--- src/sv/tcb_pkg.sv ---
// Shared types and constants for the text cell buffer with ring scroll.
`timescale 1ns / 1ps
`default_nettype none
package tcb_pkg;

  localparam int CFG_W = 7;
  localparam int MOD_W = 8;

  localparam logic [CFG_W-1:0] COLS_RESET = 7'd80;
  localparam logic [CFG_W-1:0] ROWS_RESET = 7'd60;

  localparam logic [15:0] BLANK_CODE = 16'h0020;
  localparam logic [15:0] BOLD_BIT   = 16'h0100;

  localparam logic [2:0] FL_BOLD  = 3'b001;
  localparam logic [2:0] FL_LEFT  = 3'b010;
  localparam logic [2:0] FL_RIGHT = 3'b100;

  typedef enum logic [3:0] {
    FN_PUT         = 4'd0,
    FN_PUT_BOLD    = 4'd1,
    FN_WIDE        = 4'd2,
    FN_WIDE_BOLD   = 4'd3,
    FN_CLEAR_ALL   = 4'd4,
    FN_CLEAR_LINE  = 4'd5,
    FN_CLEAR_RANGE = 4'd6,
    FN_UP          = 4'd7,
    FN_DOWN        = 4'd8,
    FN_SET_ATTR    = 4'd9,
    FN_GET_ATTR    = 4'd10,
    FN_READ        = 4'd11
  } func_t;

  typedef enum logic {
    CFG_COLS = 1'b0,
    CFG_ROWS = 1'b1
  } cfg_reg_t;

  typedef struct packed {
    logic [2:0]  flags;
    logic [7:0]  attr;
    logic [15:0] code;
  } cell_t;

endpackage
`default_nettype wire

--- src/sv/tcb_mod.sv ---
// Bit-serial remainder unit used for the ring row mapping.
`timescale 1ns / 1ps
`default_nettype none
module tcb_mod
  import tcb_pkg::*;
(
  input  wire logic             clk,
  input  wire logic             rst_n,
  input  wire logic             start,
  input  wire logic [MOD_W-1:0] dividend,
  input  wire logic [CFG_W-1:0] divisor,
  output logic                  done,
  output logic [CFG_W-1:0]      rem
);

  localparam int CNT_W = $clog2(MOD_W);

  logic             busy_r;
  logic             done_r;
  logic [CNT_W-1:0] cnt_r;
  logic [MOD_W-1:0] sh_r;
  logic [CFG_W-1:0] rem_r;
  logic [CFG_W-1:0] rem_nxt;
  logic [CFG_W:0]   trial;

  always_comb begin
    trial = {rem_r, sh_r[MOD_W-1]};
    if (trial >= {1'b0, divisor}) begin
      rem_nxt = CFG_W'(trial - {1'b0, divisor});
    end else begin
      rem_nxt = CFG_W'(trial);
    end
  end

  always_ff @(posedge clk) begin
    if (!rst_n) begin
      busy_r <= 1'b0;
      done_r <= 1'b0;
      cnt_r  <= '0;
    end else begin
      done_r <= busy_r && !start && (cnt_r == CNT_W'(MOD_W - 1));
      if (start) begin
        busy_r <= 1'b1;
        cnt_r  <= '0;
        sh_r   <= dividend;
        rem_r  <= '0;
      end else if (busy_r) begin
        rem_r <= rem_nxt;
        sh_r  <= {sh_r[MOD_W-2:0], 1'b0};
        cnt_r <= cnt_r + 1'b1;
        if (cnt_r == CNT_W'(MOD_W - 1)) begin
          busy_r <= 1'b0;
        end
      end
    end
  end

  assign done = done_r;
  assign rem  = rem_r;

endmodule
`default_nettype wire

--- config.mk ---
export PLATFORM = sky130hd
export DESIGN_NAME = tcb_mod
export DESIGN_NICKNAME = d
export VERILOG_FILES = /design/src/sv/tcb_pkg.sv /design/src/sv/tcb_mod.sv
export SDC_FILE = /design/constraint.sdc
export NUM_CORES = 1
export LEC_CHECK = 0
export BUFFER_PORTS_ARGS = -buffer_cell sky130_fd_sc_hd__clkbuf_2
export CAP_MARGIN = 40
export CORE_ASPECT_RATIO = 0.6
export CORE_UTILIZATION = 53
export DETAILED_ROUTE_END_ITERATION = 10
export GPL_ROUTABILITY_DRIVEN = 0
export PLACE_DENSITY = 0.78
export SYNTH_ARGS = -nofsm -noshare
export SYNTH_HDL_FRONTEND = slang
export SYNTH_SLANG_ARGS = --single-unit
--- constraint.sdc ---
create_clock -name clk -period 2.85 [get_ports clk]
set_input_delay 0.57 -clock clk [delete_from_list [all_inputs] [get_ports clk]]
set_output_delay 0.57 -clock clk [all_outputs]
set_load 0.01 [all_outputs]
After elaboration in Yosys (flattened, before gate mapping)
Index checks and enable logic that the tools add are counted.
{"block": "classes", "muxes": 7, "order_cmp": 1, "shift": 0, "reduce_logical": 6, "eq_ne": 1, "multipliers": 0, "n_bitwise": 1, "div": 0, "n_addsub": 2}
{"op": "two-way mux 8 bit", "n": 2}
{"op": "two-way mux 7 bit", "n": 2}
{"op": ">= comparator 8 x 7 -> 1 bit", "n": 1}
{"op": "subtractor 7 bit", "n": 1}
{"op": "adder 3 x 1 -> 3 bit, second input constant", "n": 1}
{"op": "equality test 3 bit, second input constant", "n": 1}
{"op": "two-way mux 1 bit", "n": 3}
{"op": "logical AND 1 bit", "n": 2}
{"op": "AND reduction 2 bit", "n": 1}
{"op": "nonzero test 2 bit", "n": 1}
{"op": "OR reduction 2 bit", "n": 1}
{"op": "zero test 1 bit", "n": 1}
{"op": "NOT 1 bit", "n": 1}
{"block": "totals", "output_inout_bits": 8, "rom_bits": 0, "input_bits": 18, "mem_bits_rw": 0, "ff_bits": 20, "memories": 0, "latchBits": 0}

Logic depth before layout (Yosys ltp)
{"block": "logic_depth", "depth_word": 4, "mapped_depth": 9, "mapped_depth_nobuf": 9}

Worst setup path after synthesis
No wires, ideal clock.
{"block": "synth_timing", "path_type": "input to register", "startpoint": "input port divisor[0]", "endpoint": "register rem_r[2] (netlist: rem[2]) (data pin)", "setup_time_ps": 264, "stages": 8, "required_time_ps": 2586, "arrival_time_ps": 1983, "slack_ps": 603, "path_cell_list": "ha_1 -> inv_1 -> fa_1 -> a21o_1 -> a21oi_4 -> a31oi_2 -> nor3_1 -> a211oi_2"}
{"block": "synth_via", "elab_chain_cells": 3}
{"item": "from (decl)", "line": "tcb_mod.sv:11", "text": "input wire logic [CFG_W-1:0] divisor,"}
{"item": "subtractor 7 bit / >= comparator 8 x 7 -> 1 bit (equally long branches)", "line": "tcb_mod.sv:29, tcb_mod.sv:28"}
{"item": "two-way mux 7 bit *", "line": "tcb_mod.sv:28", "text": "if (trial >= {1'b0, divisor}) begin"}
{"item": "two-way mux 7 bit *", "line": "tcb_mod.sv:47", "text": "end else if (busy_r) begin"}
{"item": "to (signal assigned)", "line": "tcb_mod.sv:48", "text": "rem_r <= rem_nxt;"}
{"item": "to (decl)", "line": "tcb_mod.sv:22", "text": "logic [CFG_W-1:0] rem_r;"}
Every way passes the cells marked *; elsewhere a longest branch is shown, timed or not. The select of a mux whose other input is x is not followed.
A chain may end at the register's enable or synchronous reset.

Worst setup path after layout
{"block": "layout_timing", "startpoint": "register sh_r[7]", "endpoint": "register rem_r[0] (netlist: rem[0]) (data pin)"}
{"block": "layout_via", "elab_chain_cells": 3}
{"item": "from (decl)", "line": "tcb_mod.sv:21", "text": "logic [MOD_W-1:0] sh_r;"}
{"item": "from (signal assigned)", "line": "tcb_mod.sv:45", "text": "sh_r <= dividend;"}
{"item": "from (signal assigned)", "line": "tcb_mod.sv:49", "text": "sh_r <= {sh_r[MOD_W-2:0], 1'b0};"}
{"item": "subtractor 7 bit / >= comparator 8 x 7 -> 1 bit (equally long branches)", "line": "tcb_mod.sv:29, tcb_mod.sv:28"}
{"item": "two-way mux 7 bit *", "line": "tcb_mod.sv:28"}
{"item": "two-way mux 7 bit *", "line": "tcb_mod.sv:47"}
Marks and branches as above.

==> results_dict.tcl <==
set metrics [dict create \
    worstHoldPathType "flip-flop to flip-flop" \
    clock_latency_ns 0.26 \
    vias_per_cell 5.61 \
    cts_max_path_buffers 2 \
    cts_buffers 3 \
    met3_usage_pct 6.40 \
    fin_cells 170 \
    cts_resized 0 \
    tritoncts "built" \
    drc 0 \
    syn_nets 143 \
    grt_max_degree 19 \
    r2r-end "rem[0]" \
    ir_worst_vdd_uv 288 \
    power.density_nw_per_um2 550 \
    drive_above_1_share_pct 30.7 \
    min_period_ns 2.34 \
    io_pins 26 \
    yosysTopAreaCell "edfxtp_1" \
    synthTopCellsByArea "edfxtp_1 36%, ha_1 9.0%, dfxtp_1 8.0%, mux2_2 6.3%, mux2i_1 3.2%" \
    period_share_pct 82.1 \
    hp-start "cnt_r[1]" \
    synth_top_area_share_pct 36.0 \
    crit_slowest_cell "edfxtp_1" \
    synth_xor_area_share_pct 2.10 \
    r2r_slack_ns 0.51 \
    layout_common_cells "25 x clkbuf_2, 15 x edfxtp_1, 10 x inv_1" \
    hold_depth 2 \
    syn_area_sq_um 1250 \
    wl_per_cell_um 13.9 \
    hold-path-endpoint "cnt_r[1]" \
    slew-limit-headroom_pct 55.3 \
    path_class "flip-flop to flip-flop" \
    die_w_um 64.8 \
    dpl.cell_count 166 \
    cts_sinks 20 \
    vias 954 \
    cts_setup_buffers 0 \
    worstSetupEndpointType "flip-flop" \
    nets 169 \
    critPathMaxFanout 7 \
    drt_iter0_drc 47 \
    reg2regPathDepth 9 \
    synth_seq_cells 20 \
    overflow 0 \
    syn_area_per_cell_sq_um 10.9 \
    diodes 0 \
    drt_first_pass_iters 4 \
    ant_nets 0 \
    crit_path_max_incr_delay_ns 0.42 \
    start_util_pct 57.0 \
    wl_um 2360 \
    p_leak_uw 0.000618 \
    grt_pass1_wl_um 3860 \
    track_usage_pct 21.3 \
    die_y_um 39.7 \
    coreArea_sq_um 2200 \
    worstPathRequired_ns 2.85 \
    crit_family "compound AO/OA/AOI/OAI gates" \
    port-buffer-count 25 \
    synth-compound-area-share_pct 16.7 \
    cp-start-kind "flip-flop" \
    antenna_found_initial 0 \
    clk_pin_slew_ns 0.08 \
    cp_common_cell "inv_1" \
    synth_cell_types 37 \
    hold_viol_final 0 \
    crit_chain "inv_1, ha_1, inv_1, fa_1, a21o_1, a21oi_4, a31oi_2, nor3_1, a211oi_2" \
    htreeDepth 1 \
    synth_simple_gate_area_share_pct 12.8 \
    cap_violations 0 \
    timing.rr.start "sh_r[7]" \
    synth_top_family_by_area "compound AO/OA/AOI/OAI gates" \
    synthCells 115 \
    worstMarginPinSlew_ns 0.670 \
    hold_buffers 0 \
    setup_tns_ns 0 \
    ys_warn_count 0 \
    fmax_mhz 427 \
    timing.final.ws_setup_ns 0.510 \
    dp_slack_ns 0.341 \
    synthFlopType "edfxtp_1" \
    critical_path_buf_inv_count 2 \
    synth.area.mux_share_pct 9.49 \
    drv_slew 0 \
    worstPathArrival_ns 2.34 \
    post-dp-hpwl_um 1780 \
    busiest_layer "met2" \
    status "finished, final reports clean" \
    cts-root-buf "clkbuf_8" \
    setup_viol 0 \
    nFillCells 186 \
    grt_setup_unrepaired "no" \
    yosysSeqAreaShare_pct 44.0 \
    synth_enable_flop_cells 15 \
    grt_pass1_vias 824 \
    rows 13 \
    use_met2_pct 33.6 \
    ys_async_sr_fraction_pct 0 \
    met1_usage_pct 28.9 \
    area_growth_pct 16.9 \
    finClkSkew_ns 0.00235 \
    die-area_sq_um 2570 \
    layout_commonest_cell "clkbuf_2" \
    synth_fa_ha_area_share_pct 10.6 \
]
logic make-up (layout without fill, tap and decap cells):
family / count (synthesis) / count (layout)
XOR/XNOR: 3 / 3
flip-flops: 20 / 20
AO/OA/AOI/OAI: 28 / 28
buffers and inverters: 14 / 39
adder cells (fa/ha/maj): 10 / 10
multiplexers: 11 / 11
AND/OR/NAND/NOR: 29 / 29
tightest hold or removal path: cells and delay by family, from the launching register on:
family,cells,cell delay (ns)
muxes,1,0.07
and+or+nand+nor,1,0.08
DFF,1,0.33
flip-flops by register name (all words and copies together), names as in the netlist:
name	flops
busy_r	1
cnt_r	3
done	1
rem	7
sh_r	8
cell type report:
cell class	instances	area, sq um	area share [%]
Clock buffer	4	66.3	4.53
Inverter	10	37.5	2.56
Multi-Input combinational cell	81	647	44.2
Sequential cell	20	551	37.6
Tap cell	30	37.5	2.56
Timing Repair Buffer	25	125	8.55
worst max path at each step:
stage / from / to / depth (start not counted)
finish: sh_r[7] / rem[0] / 9
global route: sh_r[7] / rem[2] / 9
CTS: sh_r[7] / rem[0] / 9
detailed placement: divisor[0] / rem[0] / 9
global placement: divisor[0] / rem[0] / 9
floorplan: divisor[0] / rem[2] / 8
power breakdown:
group	switching [uW]	internal (uW)
Combinational	112	92.3
Sequential	13.7	339
Clock	95.4	152
metal layers:
layer | up-vias | wire [um]
met2 | 31 | 1040
met5 | - | 0
met1 | 449 | 1170
met4 | 0 | 8
li1 | 472 | -
met3 | 2 | 145
synthesized netlist by cell type (2+ instances only):
| master | number |
|---|---|
| ha_1 | 9 |
| mux2_2 | 7 |
| a21oi_1 | 7 |
| mux2i_1 | 4 |
| a31oi_1 | 2 |
| nor3_1 | 2 |
| nor2_1 | 6 |
| nand3_1 | 5 |
| xnor2_1 | 3 |
| clkbuf_1 | 2 |
| inv_1 | 10 |
| nor2b_1 | 3 |
| nand2b_1 | 2 |
| edfxtp_1 | 15 |
| nand3b_1 | 2 |
| dfxtp_1 | 5 |
| a211oi_2 | 2 |
| o21a_1 | 3 |
| nor3b_1 | 2 |
| o21ai_0 | 5 |
| o22ai_1 | 2 |
| buf_2 | 2 |
metrics by stage:
stage	hold WS [ns]	power (uW)	instance area, sq um	util (%)
6_report	0.514	805	1460	66.7
5_1_grt	0.552	849	1460	66.7
4_1_cts	0.512	806	1460	66.7
3_5_place_dp	0.494	559	1400	63.6
3_3_place_gp	0.480	553	1400	63.6
2_1_floorplan	0.465	508	1250	-
Power figures use the tool's default switching activity.
